**src/hdl/lfu_pkg.sv**
```systemverilog
// lfu_pkg: shared constants and types of the lfu replacement table
// command and status codes, sequencer states, scan and write control groups
// no dependencies
`default_nettype none

package lfu_pkg;

    localparam int CAPACITY_DEF = 32;

    localparam int CMD_W   = 3;
    localparam int ID_W    = 8;
    localparam int CNT_W   = 16;
    localparam int STAMP_W = 16;
    localparam int STAT_W  = 3;

    // command codes
    localparam logic [CMD_W-1:0] CMD_INSERT       = 3'd0;
    localparam logic [CMD_W-1:0] CMD_TOUCH        = 3'd1;
    localparam logic [CMD_W-1:0] CMD_POP_LEAST    = 3'd2;
    localparam logic [CMD_W-1:0] CMD_REMOVE       = 3'd3;
    localparam logic [CMD_W-1:0] CMD_QUERY_OLDEST = 3'd4;
    localparam logic [CMD_W-1:0] CMD_QUERY_COUNT  = 3'd5;

    // status codes
    localparam logic [STAT_W-1:0] STAT_OK        = 3'd0;
    localparam logic [STAT_W-1:0] STAT_NOT_FOUND = 3'd1;
    localparam logic [STAT_W-1:0] STAT_FULL      = 3'd2;
    localparam logic [STAT_W-1:0] STAT_EMPTY     = 3'd3;
    localparam logic [STAT_W-1:0] STAT_REFUSED   = 3'd4;

    localparam logic [CNT_W-1:0]   CNT_MAX   = 16'hFFFF;
    localparam logic [STAMP_W-1:0] STAMP_MAX = 16'hFFFF;

    typedef enum logic [1:0] {
        ST_IDLE,
        ST_SCAN,
        ST_DRAIN,
        ST_COMMIT
    } t_state;

    // summary flags of one scan pass
    typedef struct packed {
        logic found;       // id matched a valid slot
        logic free_found;  // some slot is free
        logic any;         // table holds at least one entry
        logic best_any;    // a minimum candidate exists
    } t_scan_flags;

    // write controls toward the slot store
    typedef struct packed {
        logic set_valid;
        logic clr_valid;
        logic we_all;
        logic we_cnt;
    } t_wr_ctl;

endpackage

`default_nettype wire

```
**src/hdl/lfu_store.sv**
```systemverilog
// lfu_store: slot storage, valid flops plus id, count and stamp memories
// one registered read port, one write port
// depends on lfu_pkg
`default_nettype none

module lfu_store #(
    parameter int CAPACITY = lfu_pkg::CAPACITY_DEF
) (
    input  wire logic                          i_clk,
    input  wire logic                          i_rst_n,
    input  wire logic [$clog2(CAPACITY)-1:0]   i_rd_addr,
    output logic                               o_rd_valid,
    output logic [lfu_pkg::ID_W-1:0]           o_rd_id,
    output logic [lfu_pkg::CNT_W-1:0]          o_rd_cnt,
    output logic [lfu_pkg::STAMP_W-1:0]        o_rd_stamp,
    input  wire lfu_pkg::t_wr_ctl              i_wr_ctl,
    input  wire logic [$clog2(CAPACITY)-1:0]   i_wr_addr,
    input  wire logic [lfu_pkg::ID_W-1:0]      i_wr_id,
    input  wire logic [lfu_pkg::CNT_W-1:0]     i_wr_cnt,
    input  wire logic [lfu_pkg::STAMP_W-1:0]   i_wr_stamp
);

    logic [CAPACITY-1:0]              r_slot_valid;
    logic [lfu_pkg::ID_W-1:0]         r_mem_id    [CAPACITY];
    logic [lfu_pkg::CNT_W-1:0]        r_mem_cnt   [CAPACITY];
    logic [lfu_pkg::STAMP_W-1:0]      r_mem_stamp [CAPACITY];

    // valid bits
    always_ff @(posedge i_clk) begin
        if (!i_rst_n) begin
            r_slot_valid <= '0;
        end else if (i_wr_ctl.set_valid) begin
            r_slot_valid[i_wr_addr] <= 1'b1;
        end else if (i_wr_ctl.clr_valid) begin
            r_slot_valid[i_wr_addr] <= 1'b0;
        end
    end

    // memories
    always_ff @(posedge i_clk) begin
        if (i_wr_ctl.we_all) begin
            r_mem_id[i_wr_addr]    <= i_wr_id;
            r_mem_stamp[i_wr_addr] <= i_wr_stamp;
        end
        if (i_wr_ctl.we_all || i_wr_ctl.we_cnt) begin
            r_mem_cnt[i_wr_addr] <= i_wr_cnt;
        end
        o_rd_id    <= r_mem_id[i_rd_addr];
        o_rd_cnt   <= r_mem_cnt[i_rd_addr];
        o_rd_stamp <= r_mem_stamp[i_rd_addr];
    end

    always_ff @(posedge i_clk) begin
        if (!i_rst_n) begin
            o_rd_valid <= 1'b0;
        end else begin
            o_rd_valid <= r_slot_valid[i_rd_addr];
        end
    end

endmodule

`default_nettype wire

```
**src/hdl/lfu_scan.sv**
```systemverilog
// lfu_scan: compare unit reused once per slot, keeps the running
// id match, first free slot, largest stamp and least entry of a pass
// depends on lfu_pkg
`default_nettype none

module lfu_scan #(
    parameter int CAPACITY = lfu_pkg::CAPACITY_DEF
) (
    input  wire logic                          i_clk,
    input  wire logic                          i_rst_n,
    input  wire logic                          i_clear,
    input  wire logic                          i_step,
    input  wire logic [lfu_pkg::ID_W-1:0]      i_key,
    input  wire logic                          i_by_count,
    input  wire logic [$clog2(CAPACITY)-1:0]   i_idx,
    input  wire logic                          i_valid,
    input  wire logic [lfu_pkg::ID_W-1:0]      i_id,
    input  wire logic [lfu_pkg::CNT_W-1:0]     i_cnt,
    input  wire logic [lfu_pkg::STAMP_W-1:0]   i_stamp,
    output lfu_pkg::t_scan_flags               o_flags,
    output logic [$clog2(CAPACITY)-1:0]        o_found_idx,
    output logic [lfu_pkg::CNT_W-1:0]          o_found_cnt,
    output logic [$clog2(CAPACITY)-1:0]        o_free_idx,
    output logic [lfu_pkg::STAMP_W-1:0]        o_max_stamp,
    output logic [$clog2(CAPACITY)-1:0]        o_best_idx,
    output logic [lfu_pkg::ID_W-1:0]           o_best_id,
    output logic [lfu_pkg::CNT_W-1:0]          o_best_cnt
);

    localparam int IDX_W = $clog2(CAPACITY);

    lfu_pkg::t_scan_flags           r_flags;
    logic [IDX_W-1:0]               r_found_idx;
    logic [lfu_pkg::CNT_W-1:0]      r_found_cnt;
    logic [IDX_W-1:0]               r_free_idx;
    logic [lfu_pkg::STAMP_W-1:0]    r_max_stamp;
    logic [IDX_W-1:0]               r_best_idx;
    logic [lfu_pkg::ID_W-1:0]       r_best_id;
    logic [lfu_pkg::CNT_W-1:0]      r_best_cnt;
    logic [lfu_pkg::STAMP_W-1:0]    r_best_stamp;

    logic hit;
    logic take_free;
    logic take_max;
    logic better;
    logic take_best;

    always_comb begin
        hit       = i_valid && (i_id == i_key) && !r_flags.found;
        take_free = !i_valid && !r_flags.free_found;
        take_max  = i_valid && (!r_flags.any || (i_stamp > r_max_stamp));
        // count first when popping, stamp breaks ties
        if (i_by_count && (i_cnt != r_best_cnt)) begin
            better = i_cnt < r_best_cnt;
        end else begin
            better = i_stamp < r_best_stamp;
        end
        take_best = i_valid && (!r_flags.best_any || better);
    end

    always_ff @(posedge i_clk) begin
        if (!i_rst_n || i_clear) begin
            r_flags <= '0;
        end else if (i_step) begin
            if (hit)       r_flags.found      <= 1'b1;
            if (take_free) r_flags.free_found <= 1'b1;
            if (i_valid)   r_flags.any        <= 1'b1;
            if (take_best) r_flags.best_any   <= 1'b1;
        end
    end

    always_ff @(posedge i_clk) begin
        if (i_step) begin
            if (hit) begin
                r_found_idx <= i_idx;
                r_found_cnt <= i_cnt;
            end
            if (take_free) begin
                r_free_idx <= i_idx;
            end
            if (take_max) begin
                r_max_stamp <= i_stamp;
            end
            if (take_best) begin
                r_best_idx   <= i_idx;
                r_best_id    <= i_id;
                r_best_cnt   <= i_cnt;
                r_best_stamp <= i_stamp;
            end
        end
    end

    assign o_flags     = r_flags;
    assign o_found_idx = r_found_idx;
    assign o_found_cnt = r_found_cnt;
    assign o_free_idx  = r_free_idx;
    assign o_max_stamp = r_max_stamp;
    assign o_best_idx  = r_best_idx;
    assign o_best_id   = r_best_id;
    assign o_best_cnt  = r_best_cnt;

endmodule

`default_nettype wire

```
**src/hdl/lfu_replacement_table_core.sv**
```systemverilog
// lfu_replacement_table_core: least-frequently-used table with oldest-first tie break
// sequencer that walks every slot through lfu_scan, then commits into lfu_store
// depends on lfu_pkg, lfu_store, lfu_scan
//
//  channel   | ports                                   | handshake
//  ----------+-----------------------------------------+----------------------------
//  command   | i_cmd, i_entry_id                       | start high and busy low
//  result    | o_status, o_result_id, o_result_count   | o_done high for one cycle
//
//  every command walks one slot per cycle through the single memory read port, then a
//  drain state empties the read register, then a commit state writes the store and
//  registers the result word
//  busy stays high through scan, drain and commit; a new word is taken in the strobe cycle
//  reset (synchronous, active low) clears the valid bits and the sequencer at once
//  the receiver cannot stall: o_done is shown for exactly one cycle
`default_nettype none

module lfu_replacement_table_core #(
    parameter int CAPACITY = lfu_pkg::CAPACITY_DEF
) (
    input  wire logic                          i_clk,
    input  wire logic                          i_rst_n,
    input  wire logic                          start,
    output logic                               busy,
    input  wire logic [lfu_pkg::CMD_W-1:0]     i_cmd,
    input  wire logic [lfu_pkg::ID_W-1:0]      i_entry_id,
    output logic                               o_done,
    output logic [lfu_pkg::STAT_W-1:0]         o_status,
    output logic [lfu_pkg::ID_W-1:0]           o_result_id,
    output logic [lfu_pkg::CNT_W-1:0]          o_result_count
);

    localparam int IDX_W = $clog2(CAPACITY);
    localparam logic [IDX_W-1:0] LAST_IDX = IDX_W'(CAPACITY - 1);

    // sequencer
    lfu_pkg::t_state                r_state;
    lfu_pkg::t_state                n_state;
    logic [IDX_W-1:0]               r_addr;
    logic [IDX_W-1:0]               n_addr;
    logic [lfu_pkg::CMD_W-1:0]      r_cmd;
    logic [lfu_pkg::ID_W-1:0]       r_key;
    logic                           r_rd_en;    // read data valid for slot r_rd_idx
    logic [IDX_W-1:0]               r_rd_idx;

    // sequencer outputs
    logic accept;
    logic issue_rd;
    logic commit;

    // store read side
    logic                           rd_valid;
    logic [lfu_pkg::ID_W-1:0]       rd_id;
    logic [lfu_pkg::CNT_W-1:0]      rd_cnt;
    logic [lfu_pkg::STAMP_W-1:0]    rd_stamp;

    // scan results
    lfu_pkg::t_scan_flags           flags;
    logic [IDX_W-1:0]               found_idx;
    logic [lfu_pkg::CNT_W-1:0]      found_cnt;
    logic [IDX_W-1:0]               free_idx;
    logic [lfu_pkg::STAMP_W-1:0]    max_stamp;
    logic [IDX_W-1:0]               best_idx;
    logic [lfu_pkg::ID_W-1:0]       best_id;
    logic [lfu_pkg::CNT_W-1:0]      best_cnt;

    // commit decision
    lfu_pkg::t_wr_ctl               wr_ctl;
    logic [IDX_W-1:0]               wr_addr;
    logic [lfu_pkg::CNT_W-1:0]      wr_cnt;
    logic [lfu_pkg::STAMP_W-1:0]    wr_stamp;
    logic [lfu_pkg::CNT_W-1:0]      touch_cnt;
    logic [lfu_pkg::STAT_W-1:0]     res_status;
    logic [lfu_pkg::ID_W-1:0]       res_id;
    logic [lfu_pkg::CNT_W-1:0]      res_cnt;

    // result word
    logic                           r_done;
    logic [lfu_pkg::STAT_W-1:0]     r_status;
    logic [lfu_pkg::ID_W-1:0]       r_result_id;
    logic [lfu_pkg::CNT_W-1:0]      r_result_count;

    assign busy = (r_state != lfu_pkg::ST_IDLE);

    // next state
    always_comb begin
        n_state = r_state;
        n_addr  = r_addr;
        case (r_state)
            lfu_pkg::ST_IDLE: begin
                n_addr = '0;
                if (start) begin
                    n_state = lfu_pkg::ST_SCAN;
                end
            end
            lfu_pkg::ST_SCAN: begin
                n_addr = r_addr + 1'b1;
                if (r_addr == LAST_IDX) begin
                    n_state = lfu_pkg::ST_DRAIN;
                end
            end
            lfu_pkg::ST_DRAIN: begin
                n_state = lfu_pkg::ST_COMMIT;
            end
            lfu_pkg::ST_COMMIT: begin
                n_state = lfu_pkg::ST_IDLE;
            end
            default: begin
                n_state = lfu_pkg::ST_IDLE;
            end
        endcase
    end

    // sequencer outputs
    always_comb begin
        accept   = 1'b0;
        issue_rd = 1'b0;
        commit   = 1'b0;
        case (r_state)
            lfu_pkg::ST_IDLE:   accept   = start;
            lfu_pkg::ST_SCAN:   issue_rd = 1'b1;
            lfu_pkg::ST_DRAIN:  ;
            lfu_pkg::ST_COMMIT: commit   = 1'b1;
            default:            ;
        endcase
    end

    always_ff @(posedge i_clk) begin
        if (!i_rst_n) begin
            r_state <= lfu_pkg::ST_IDLE;
            r_rd_en <= 1'b0;
            r_done  <= 1'b0;
        end else begin
            r_state <= n_state;
            r_rd_en <= issue_rd;
            r_done  <= commit;
        end
    end

    always_ff @(posedge i_clk) begin
        r_addr   <= n_addr;
        r_rd_idx <= r_addr;
        if (accept) begin
            r_cmd <= i_cmd;
            r_key <= i_entry_id;
        end
        if (commit) begin
            r_status       <= res_status;
            r_result_id    <= res_id;
            r_result_count <= res_cnt;
        end
    end

    lfu_store #(
        .CAPACITY (CAPACITY)
    ) u_store (
        .i_clk      (i_clk),
        .i_rst_n    (i_rst_n),
        .i_rd_addr  (r_addr),
        .o_rd_valid (rd_valid),
        .o_rd_id    (rd_id),
        .o_rd_cnt   (rd_cnt),
        .o_rd_stamp (rd_stamp),
        .i_wr_ctl   (wr_ctl),
        .i_wr_addr  (wr_addr),
        .i_wr_id    (r_key),
        .i_wr_cnt   (wr_cnt),
        .i_wr_stamp (wr_stamp)
    );

    // one slot per cycle through the shared compare unit
    lfu_scan #(
        .CAPACITY (CAPACITY)
    ) u_scan (
        .i_clk       (i_clk),
        .i_rst_n     (i_rst_n),
        .i_clear     (accept),
        .i_step      (r_rd_en),
        .i_key       (r_key),
        .i_by_count  (r_cmd == lfu_pkg::CMD_POP_LEAST),
        .i_idx       (r_rd_idx),
        .i_valid     (rd_valid),
        .i_id        (rd_id),
        .i_cnt       (rd_cnt),
        .i_stamp     (rd_stamp),
        .o_flags     (flags),
        .o_found_idx (found_idx),
        .o_found_cnt (found_cnt),
        .o_free_idx  (free_idx),
        .o_max_stamp (max_stamp),
        .o_best_idx  (best_idx),
        .o_best_id   (best_id),
        .o_best_cnt  (best_cnt)
    );

    // touch saturates at the count ceiling
    assign touch_cnt = (found_cnt == lfu_pkg::CNT_MAX) ? found_cnt : found_cnt + 1'b1;

    // commit decision, only acted on in the commit cycle
    always_comb begin
        wr_ctl     = '0;
        wr_addr    = found_idx;
        wr_cnt     = touch_cnt;
        wr_stamp   = flags.any ? max_stamp + 1'b1 : '0;
        res_status = lfu_pkg::STAT_OK;
        res_id     = r_key;
        res_cnt    = '0;
        case (r_cmd)
            lfu_pkg::CMD_INSERT: begin
                wr_addr = free_idx;
                wr_cnt  = lfu_pkg::CNT_W'(1);
                // duplicate first, then fullness, then stamp exhaustion
                if (flags.found) begin
                    res_status = lfu_pkg::STAT_REFUSED;
                end else if (!flags.free_found) begin
                    res_status = lfu_pkg::STAT_FULL;
                end else if (flags.any && (max_stamp == lfu_pkg::STAMP_MAX)) begin
                    res_status = lfu_pkg::STAT_REFUSED;
                end else begin
                    wr_ctl.set_valid = commit;
                    wr_ctl.we_all    = commit;
                    res_cnt          = lfu_pkg::CNT_W'(1);
                end
            end
            lfu_pkg::CMD_TOUCH: begin
                if (!flags.found) begin
                    res_status = lfu_pkg::STAT_NOT_FOUND;
                end else begin
                    wr_ctl.we_cnt = commit;
                    res_cnt       = touch_cnt;
                end
            end
            lfu_pkg::CMD_POP_LEAST, lfu_pkg::CMD_QUERY_OLDEST: begin
                wr_addr = best_idx;
                if (!flags.best_any) begin
                    res_status = lfu_pkg::STAT_EMPTY;
                end else begin
                    res_id  = best_id;
                    res_cnt = best_cnt;
                    wr_ctl.clr_valid = commit && (r_cmd == lfu_pkg::CMD_POP_LEAST);
                end
            end
            lfu_pkg::CMD_REMOVE: begin
                if (!flags.found) begin
                    res_status = lfu_pkg::STAT_NOT_FOUND;
                end else begin
                    wr_ctl.clr_valid = commit;
                end
            end
            lfu_pkg::CMD_QUERY_COUNT: begin
                if (!flags.found) begin
                    res_status = lfu_pkg::STAT_NOT_FOUND;
                end else begin
                    res_cnt = found_cnt;
                end
            end
            default: begin
                // unknown command leaves the table alone
                res_status = lfu_pkg::STAT_REFUSED;
            end
        endcase
    end

    assign o_done         = r_done;
    assign o_status       = r_status;
    assign o_result_id    = r_result_id;
    assign o_result_count = r_result_count;

    // a result word comes only out of a commit cycle
    a_done_after_commit: assert property (@(posedge i_clk) disable iff (!i_rst_n)
        o_done |-> $past(r_state == lfu_pkg::ST_COMMIT))
        else $error("result strobe without commit");

    // an accepted command starts the slot walk at slot zero
    a_accept_starts_scan: assert property (@(posedge i_clk) disable iff (!i_rst_n)
        (start && !busy) |=> (r_state == lfu_pkg::ST_SCAN) && (r_addr == '0))
        else $error("accepted command did not start a scan");

    // a successful insert always reports a count of one
    a_insert_count_one: assert property (@(posedge i_clk) disable iff (!i_rst_n)
        (o_done && (r_cmd == lfu_pkg::CMD_INSERT) && (o_status == lfu_pkg::STAT_OK))
        |-> (o_result_count == lfu_pkg::CNT_W'(1)))
        else $error("insert returned a count other than one");

    // the store is never written outside the commit cycle
    a_write_only_commit: assert property (@(posedge i_clk) disable iff (!i_rst_n)
        (wr_ctl != '0) |-> (r_state == lfu_pkg::ST_COMMIT))
        else $error("store written outside commit");

endmodule

`default_nettype wire
```
**config.mk**
```make
export PLATFORM = sky130hd
export DESIGN_NAME = lfu_replacement_table_core
export DESIGN_NICKNAME = d
export VERILOG_FILES = /design/src/hdl/lfu_pkg.sv /design/src/hdl/lfu_store.sv /design/src/hdl/lfu_scan.sv /design/src/hdl/lfu_replacement_table_core.sv
export SDC_FILE = /design/constraint.sdc
export NUM_CORES = 2
export LEC_CHECK = 0
export BUFFER_PORTS_ARGS = -buffer_cell sky130_fd_sc_hd__buf_4
export CAP_MARGIN = 40
export CORE_ASPECT_RATIO = 0.6
export CORE_UTILIZATION = 45
export CTS_BUF_LIST = sky130_fd_sc_hd__clkbuf_8 sky130_fd_sc_hd__clkbuf_16
export CTS_CLUSTER_DIAMETER = 80
export DETAILED_ROUTE_END_ITERATION = 16
export PLACE_DENSITY_LB_ADDON = 0.2
export REMOVE_ABC_BUFFERS = 1
export SLEW_MARGIN = 30
export SYNTH_ARGS = -nofsm -noshare
export SYNTH_HDL_FRONTEND = slang
export SYNTH_SLANG_ARGS = --single-unit
```
**constraint.sdc**
```tcl
create_clock -name i_clk -period 6.7 [get_ports i_clk]
set_input_delay 1.34 -clock i_clk [delete_from_list [all_inputs] [get_ports i_clk]]
set_output_delay 1.34 -clock i_clk [all_outputs]
set_load 0.01 [all_outputs]
```
Yosys cells after proc, flatten, opt, wreduce, memory -nomap -nowiden
Memory sizes are Yosys's and may differ from the RTL's. A register that Yosys moved wholly into a read port is not among the register bits.
Index checks and enable logic that the tools add are counted.
{ "op_classes": {"bitwise_logic": 3, "reduce_logical": 32, "magnitude_cmp": 6, "addsub": 3, "mux": 45, "eq_ne": 15} }
{ "op_table": {"columns": ["operator", "n"], "rows": [
  ["2-to-1 mux 16 bit", 8],
  ["2-to-1 mux 32 bit", 2],
  ["one-hot mux 16 bit (4 select lines)", 1],
  ["adder 16 x 1 -> 16 bit, second input constant", 2],
  ["bitwise AND 32 bit", 1],
  ["== test 16 bit, second input constant", 2],
  ["less-than comparator 16 bit", 2],
  ["NOT 32 bit", 1],
  ["OR 32 bit", 1],
  ["one-hot mux 5 bit (2 select lines)", 2],
  ["2-to-1 mux 1 bit", 19],
  ["greater-than comparator 16 bit", 1],
  ["2-to-1 mux 8 bit", 2],
  ["inequality test 16 bit", 1],
  ["less-than comparator 5 x 6 -> 1 bit, second input constant", 2],
  ["AND reduction 2 bit", 6],
  ["logical AND 1 bit", 9],
  ["2-to-1 mux 3 bit", 3],
  ["one-hot mux 3 bit (3 select lines)", 1],
  ["== test 8 bit", 1],
  ["one-hot mux 2 bit (4 select lines)", 1],
  ["== test 3 x 2 -> 1 bit, second input constant", 2],
  ["== test 3 bit, second input constant", 2],
  ["logical NOT 1 bit", 6],
  ["other kinds (17)", 26]
]} }
{ "totals": {"memories": 3, "reg_bits": 176, "mem_bits_rw": 1280, "elab_cells": 131, "out_inout_bits": 29, "in_bits": 14} }
{ "memory_table": {"columns": ["memory", "depth", "word_bits", "read_ports", "rd_ports_with_merged_regs", "wr", "line", "rtl"], "rows": [
  ["u_store.r_mem_cnt", 32, 16, 1, 1, 1, "lfu_store.sv:25", "logic [lfu_pkg::CNT_W-1:0] r_mem_cnt [CAPACITY];"],
  ["u_store.r_mem_stamp", 32, 16, 1, 1, 1, "lfu_store.sv:26", "logic [lfu_pkg::STAMP_W-1:0] r_mem_stamp [CAPACITY];"],
  ["u_store.r_mem_id", 32, 8, 1, 1, 1, "lfu_store.sv:24", "logic [lfu_pkg::ID_W-1:0] r_mem_id [CAPACITY];"]
]} }

Logic depth before layout (Yosys ltp)
{ "depth": {"word_depth": 11, "ltp_mapped": 9, "depth_no_buf": 8} }

Cells and area by module
A second synthesis with hierarchy kept.
{ "unflattened": {"hier_cells": 2826, "hier_area_um2": 59071.7} }
{ "by_module_without_submodules": {"columns": ["module", "area_per_inst_um2", "seq_area_each_um2", "instances", "cells_each"], "rows": [
  ["lfu_store", 51415.6, 39898.3, 1, 2163],
  ["lfu_scan", 4040.1, 2692.6, 1, 276],
  ["lfu_replacement_table_core", 3616.0, 1471.4, 1, 387]
]} }

Least setup slack after synthesis
No wires, ideal clock.
{ "synth_timing": {"path_kind": "reg-to-reg", "startpoint": "register u_scan.r_best_cnt (netlist bit u_scan.o_best_cnt[13])", "endpoint": "register u_scan.r_best_cnt (netlist bit u_scan.o_best_cnt[0]) (enable)", "arrival_ns": 4.349, "setup_slack_ns": 1.876, "required_time_ns": 6.225, "period_less_slack_ns": 4.824, "path_buffers": 0, "path_stages_with_launch": 9, "setup_time_ns": 0.475, "path_cell_list": "edfxtp_1 inv_1 ha_1 nand4_1 or3_1 nor3_1 nor2_1 or4_1 a31oi_1"} }
{ "synth_via": {"elab_chain_len": 6, "word_cells_on_any_way": 7, "classes_between": "1 x order compare; 1 x eq/ne; 1 x mux; 4 x reduce/logical"} }
{ "synth_lines": {"columns": ["element", "line", "rtl"], "rows": [
  ["start: declaration", "lfu_scan.sv:39", "logic [lfu_pkg::CNT_W-1:0] r_best_cnt;"],
  ["start signal: assignment", "lfu_scan.sv:87", "r_best_cnt <= i_cnt;"],
  ["branches (longest 2 deep; another with less-than comparator 16 bit)", null, null],
  ["2-to-1 mux 1 bit *", "lfu_scan.sv:53", "if (i_by_count && (i_cnt != r_best_cnt)) begin"],
  ["logical OR 1 bit *", "lfu_scan.sv:58", "take_best = i_valid && (!r_flags.best_any || better);"],
  ["logical AND 1 bit *", "lfu_scan.sv:58", null],
  ["AND reduction 2 bit (no line) *", null, null]
]} }
Every way passes the cells marked *.
A chain may end at the register's enable or synchronous reset.

Worst setup path after layout
{ "layout_timing": {"startpoint": "register u_scan.r_best_cnt (netlist bit u_scan.o_best_cnt[12])", "endpoint": "register u_scan.r_best_id (netlist bit u_scan.o_best_id[5]) (enable)"} }
{ "layout_via": {"elab_chain_len": 6, "word_cells_on_any_way": 7, "classes_between": "1 x order compare; 1 x eq/ne; 1 x mux; 4 x reduce/logical"} }
{ "layout_lines": {"columns": ["element", "line", "rtl"], "rows": [
  ["branches (longest 2 deep; another with less-than comparator 16 bit)", null, null],
  ["2-to-1 mux 1 bit *", "lfu_scan.sv:53", null],
  ["logical OR 1 bit *", "lfu_scan.sv:58", null],
  ["logical AND 1 bit *", "lfu_scan.sv:58", null],
  ["AND reduction 2 bit (no line) *", null, null],
  ["end signal: assignment", "lfu_scan.sv:86", "r_best_id <= i_id;"],
  ["end: declaration", "lfu_scan.sv:38", "logic [lfu_pkg::ID_W-1:0] r_best_id;"]
]} }
Marked as above.

==> impl_metrics.yaml <==
outcome:
  status: "finished, final reports clean"
min_path:
  whs_endpoint: "u_scan.o_best_idx[0]$_DFFE_PP_"
  hp-class: "register to register"
  hp-start: "r_rd_idx[0]$_DFF_P_"
  whs_path_depth: 0
clock_network:
  postCtsSetupBuffers: 0
  clockBufferDepth: 3
  cts.sinks: 1496
  ctsHoldBuffers: 0
  cts_resized: 0
  worstSkewPairLatency_ns: 0.75
  clkTransAtPathRegs_ns: 0.06
  cts_tree: "built"
  cts_made_buffers: 138
  root_buffer: "clkbuf_16"
  htreeDepth: 4
critical_path:
  crit_slowest_cell: "a31oi_4"
  cp-start-kind: "register"
  slowest_delay_ns: 0.60
  reg2reg_depth: 9
  crit_chain: "inv_1 > ha_1 > nand4_1 > or3_1 > nor3_1 > nor2_1 > or4_1 > a31oi_4 > buf_4"
  worstPathArrival_ns: 4.10
  rr_startpoint: "u_scan.o_best_cnt[12]$_DFFE_PP_"
  crit_buf_inv: 2
  worstPathMaxFanout: 28
  timing_worst_setup_path_type: "register to register"
  cp.required_ns: 7.08
  rrSetupSlack_ns: 2.98
  path_delay_family: "simple AND/OR/NAND/NOR gates"
  endpoint_kind: "register"
  reg2reg_to: "u_scan.o_best_id[5]$_DFFE_PP_"
  startpoint: "u_scan.o_best_cnt[12]$_DFFE_PP_"
power:
  power_frac_clock_pct: 31.3
  pwr_density_cell_nw_per_um2: 362
  seqPwrFrac_pct: 44.4
  ir_worst_vdd_mv: 0.317
  p_int_mw: 17.3
  p_comb_share_pct: 24.3
  p_sw_share_pct: 29.2
  power.switching_mw: 7.13
  leakagePower_nw: 21.5
sta:
  setup_viol: 0
  fin_crit_sh_pct: 55.5
  final-hold-violation-count: 0
  relSlewSlack_pct: 37.3
  worst_pin_slew_ns: 0.937
  maxSlewViolCount: 0
  rsz0062_at_grt: "no"
  finalWorstPathRequiredPeriod_ns: 3.72
  timing.fmax_mhz: 269
  finClkSkew_ns: 0.0307
route:
  vias: 28769
  vias_per_cell: 6.11
  antenna_left: 0
  firstDrtPassIters: 6
  drc: 0
  wl_mm: 160
  wl_per_cell_um: 34.0
  drt_iter0_markers: 4258
floorplanning:
  initial_core_util_pct: 45.7
  ios: 43
  die_y_um: 281
  rows: 101
  die-area_um2: 131000
  die_x_um: 467
  core_area_um2: 128000
global_routing:
  antenna_found_initial: 27
  gr-usage-all-layers_pct: 24.8
  overflow: 0
  grt_pass1_vias: 27784
  grt_pass1_wl_mm: 220
  grt_max_degree: 137
place:
  hpwl_mm: 107
  placed_cell_area_um2: 62200
  placed_cells: 4411
  place_congestion: 0.847
  port_buffers: 42
synth:
  synth-edff-count: 1410
  syn_area_per_cell_um2: 21.6
  synth_area_leader_cell: "edfxtp_1"
  synthTopCellsByArea: "edfxtp_1 73%, mux4_2 16%, dfxtp_1 3.0%, ha_1 1.2%, mux2_2 0.93%"
  ys_warn_count: 0
  synth_flop_cell: "edfxtp_1"
  synthArstFlopShare_pct: 0
  syn_area_um2: 58300
  synth_top_area_share_pct: 72.6
  synthCells: 2702
  synth_seq_cells: 1496
  yosysSeqAreaShare_pct: 75.6
  synth_commonest_cells: "1410 x edfxtp_1, 410 x mux4_2, 110 x nor2_1"
  yosysMostFrequentCell: "edfxtp_1"
  synth_cell_types: 51
finish:
  fin_cells: 4706
  fin_util_pct: 52.8
  drive_gt1_share_pct: 30.9
  fin_nets: 2963
  area_growth_pct: 15.5
  final_area_um2: 67400
run:
  cap_violations: 0
layer usage:
layer  wire (µm)  up-vias  GRT usage [%]  part of all wire [%]
li1            -    11618              -                     -
met1       70800    15398           38.5                    44
met2       61500     1595           30.7                    38
met3       25500      152           12.1                    16
met4        2140        6           4.96                   1.3
met5          41        -              0                 0.026
how the worst max path moves through the flow:
stage	depth (start not counted)	endpoint
after detailed placement	5	u_store.r_mem_stamp[4][5]$_DFFE_PP_
after global placement	5	u_store.r_mem_cnt[20][10]$_DFFE_PP_
after floorplan	7	r_state[1]$_SDFFE_PN0P_
final	9	u_scan.o_best_id[5]$_DFFE_PP_
after CTS	5	u_store.r_mem_stamp[4][0]$_DFFE_PP_
after global routing	9	u_scan.o_best_id[5]$_DFFE_PP_
flip-flops by register name (all words and copies together), names as in the netlist, 16 cells and up, named ones only:
| signal | flops |
|---|---|
| u_store.o_rd_stamp | 16 |
| u_store.r_mem_id | 256 |
| u_store.o_rd_cnt | 16 |
| u_scan.o_found_cnt | 16 |
| u_scan.r_best_stamp | 16 |
| o_result_count | 16 |
| u_store.r_mem_stamp | 512 |
| u_store.r_mem_cnt | 512 |
| u_scan.o_max_stamp | 16 |
| u_scan.o_best_cnt | 16 |
layout by cell type (no fill, tap or decap), types with 48 or more instances in the layout:
cell type | synthesis | layout
edfxtp_1 | 1410 | 1410
mux4_2 | 410 | 410
clkbuf_16 | 0 | 144
inv_1 | 56 | 92
dfxtp_1 | 86 | 86
buf_4 | 9 | 77
o21a_1 | 65 | 65
ha_1 | 55 | 54
nand2_1 | 48 | 48
mux2_2 | 48 | 48
power groups by stage:
stage	registers, mW	clock network (mW)	logic (mW)
2_1_floorplan	11.6	0	3.22
5_1_grt	10.8	8.09	6.24
6_report	10.8	7.64	5.93
3_3_place_gp	11.0	0	5.91
3_5_place_dp	11.0	0	5.92
4_1_cts	10.8	7.76	5.95
metrics by stage:
step	worst slack [ns]	power (mW)	setup TNS (ns)	hold WS, ns
detailed placement	2.80	17.0	0	0.439
CTS	2.76	24.5	0	0.447
global placement	2.67	16.9	0	0.429
finish	2.98	24.4	0	0.454
floorplan	-7.49	14.8	-362.07	0.421
global route	2.79	25.2	0	0.468
cells by family (layout without fill, tap and decap cells):
logic type | Yosys count | count (layout) | synth area share (%)
flops | 1496 | 1496 | 75.6
mux | 467 | 467 | 16.9
simple gates | 289 | 289 | 2.35
buf+inv | 183 | 480 | 1.34
compound gates | 166 | 166 | 1.94
fa+ha+maj | 55 | 55 | 1.18
xor+xnor | 46 | 46 | 0.691
other cells | 0 | 8 | 0
layout make-up:
type | instances | area (µm²)
Timing Repair Buffer | 179 | 2620
Multi-Input combinational cell | 1023 | 14000
Tap cell | 1699 | 2130
Sequential cell | 1496 | 44100
Fill cell | 9581 | 60100
Clock buffer | 153 | 3730
Clock inverter | 92 | 613
Inverter | 56 | 210
Antenna cell | 8 | 20.0
No activity file was read; power rests on OpenSTA's default activity.
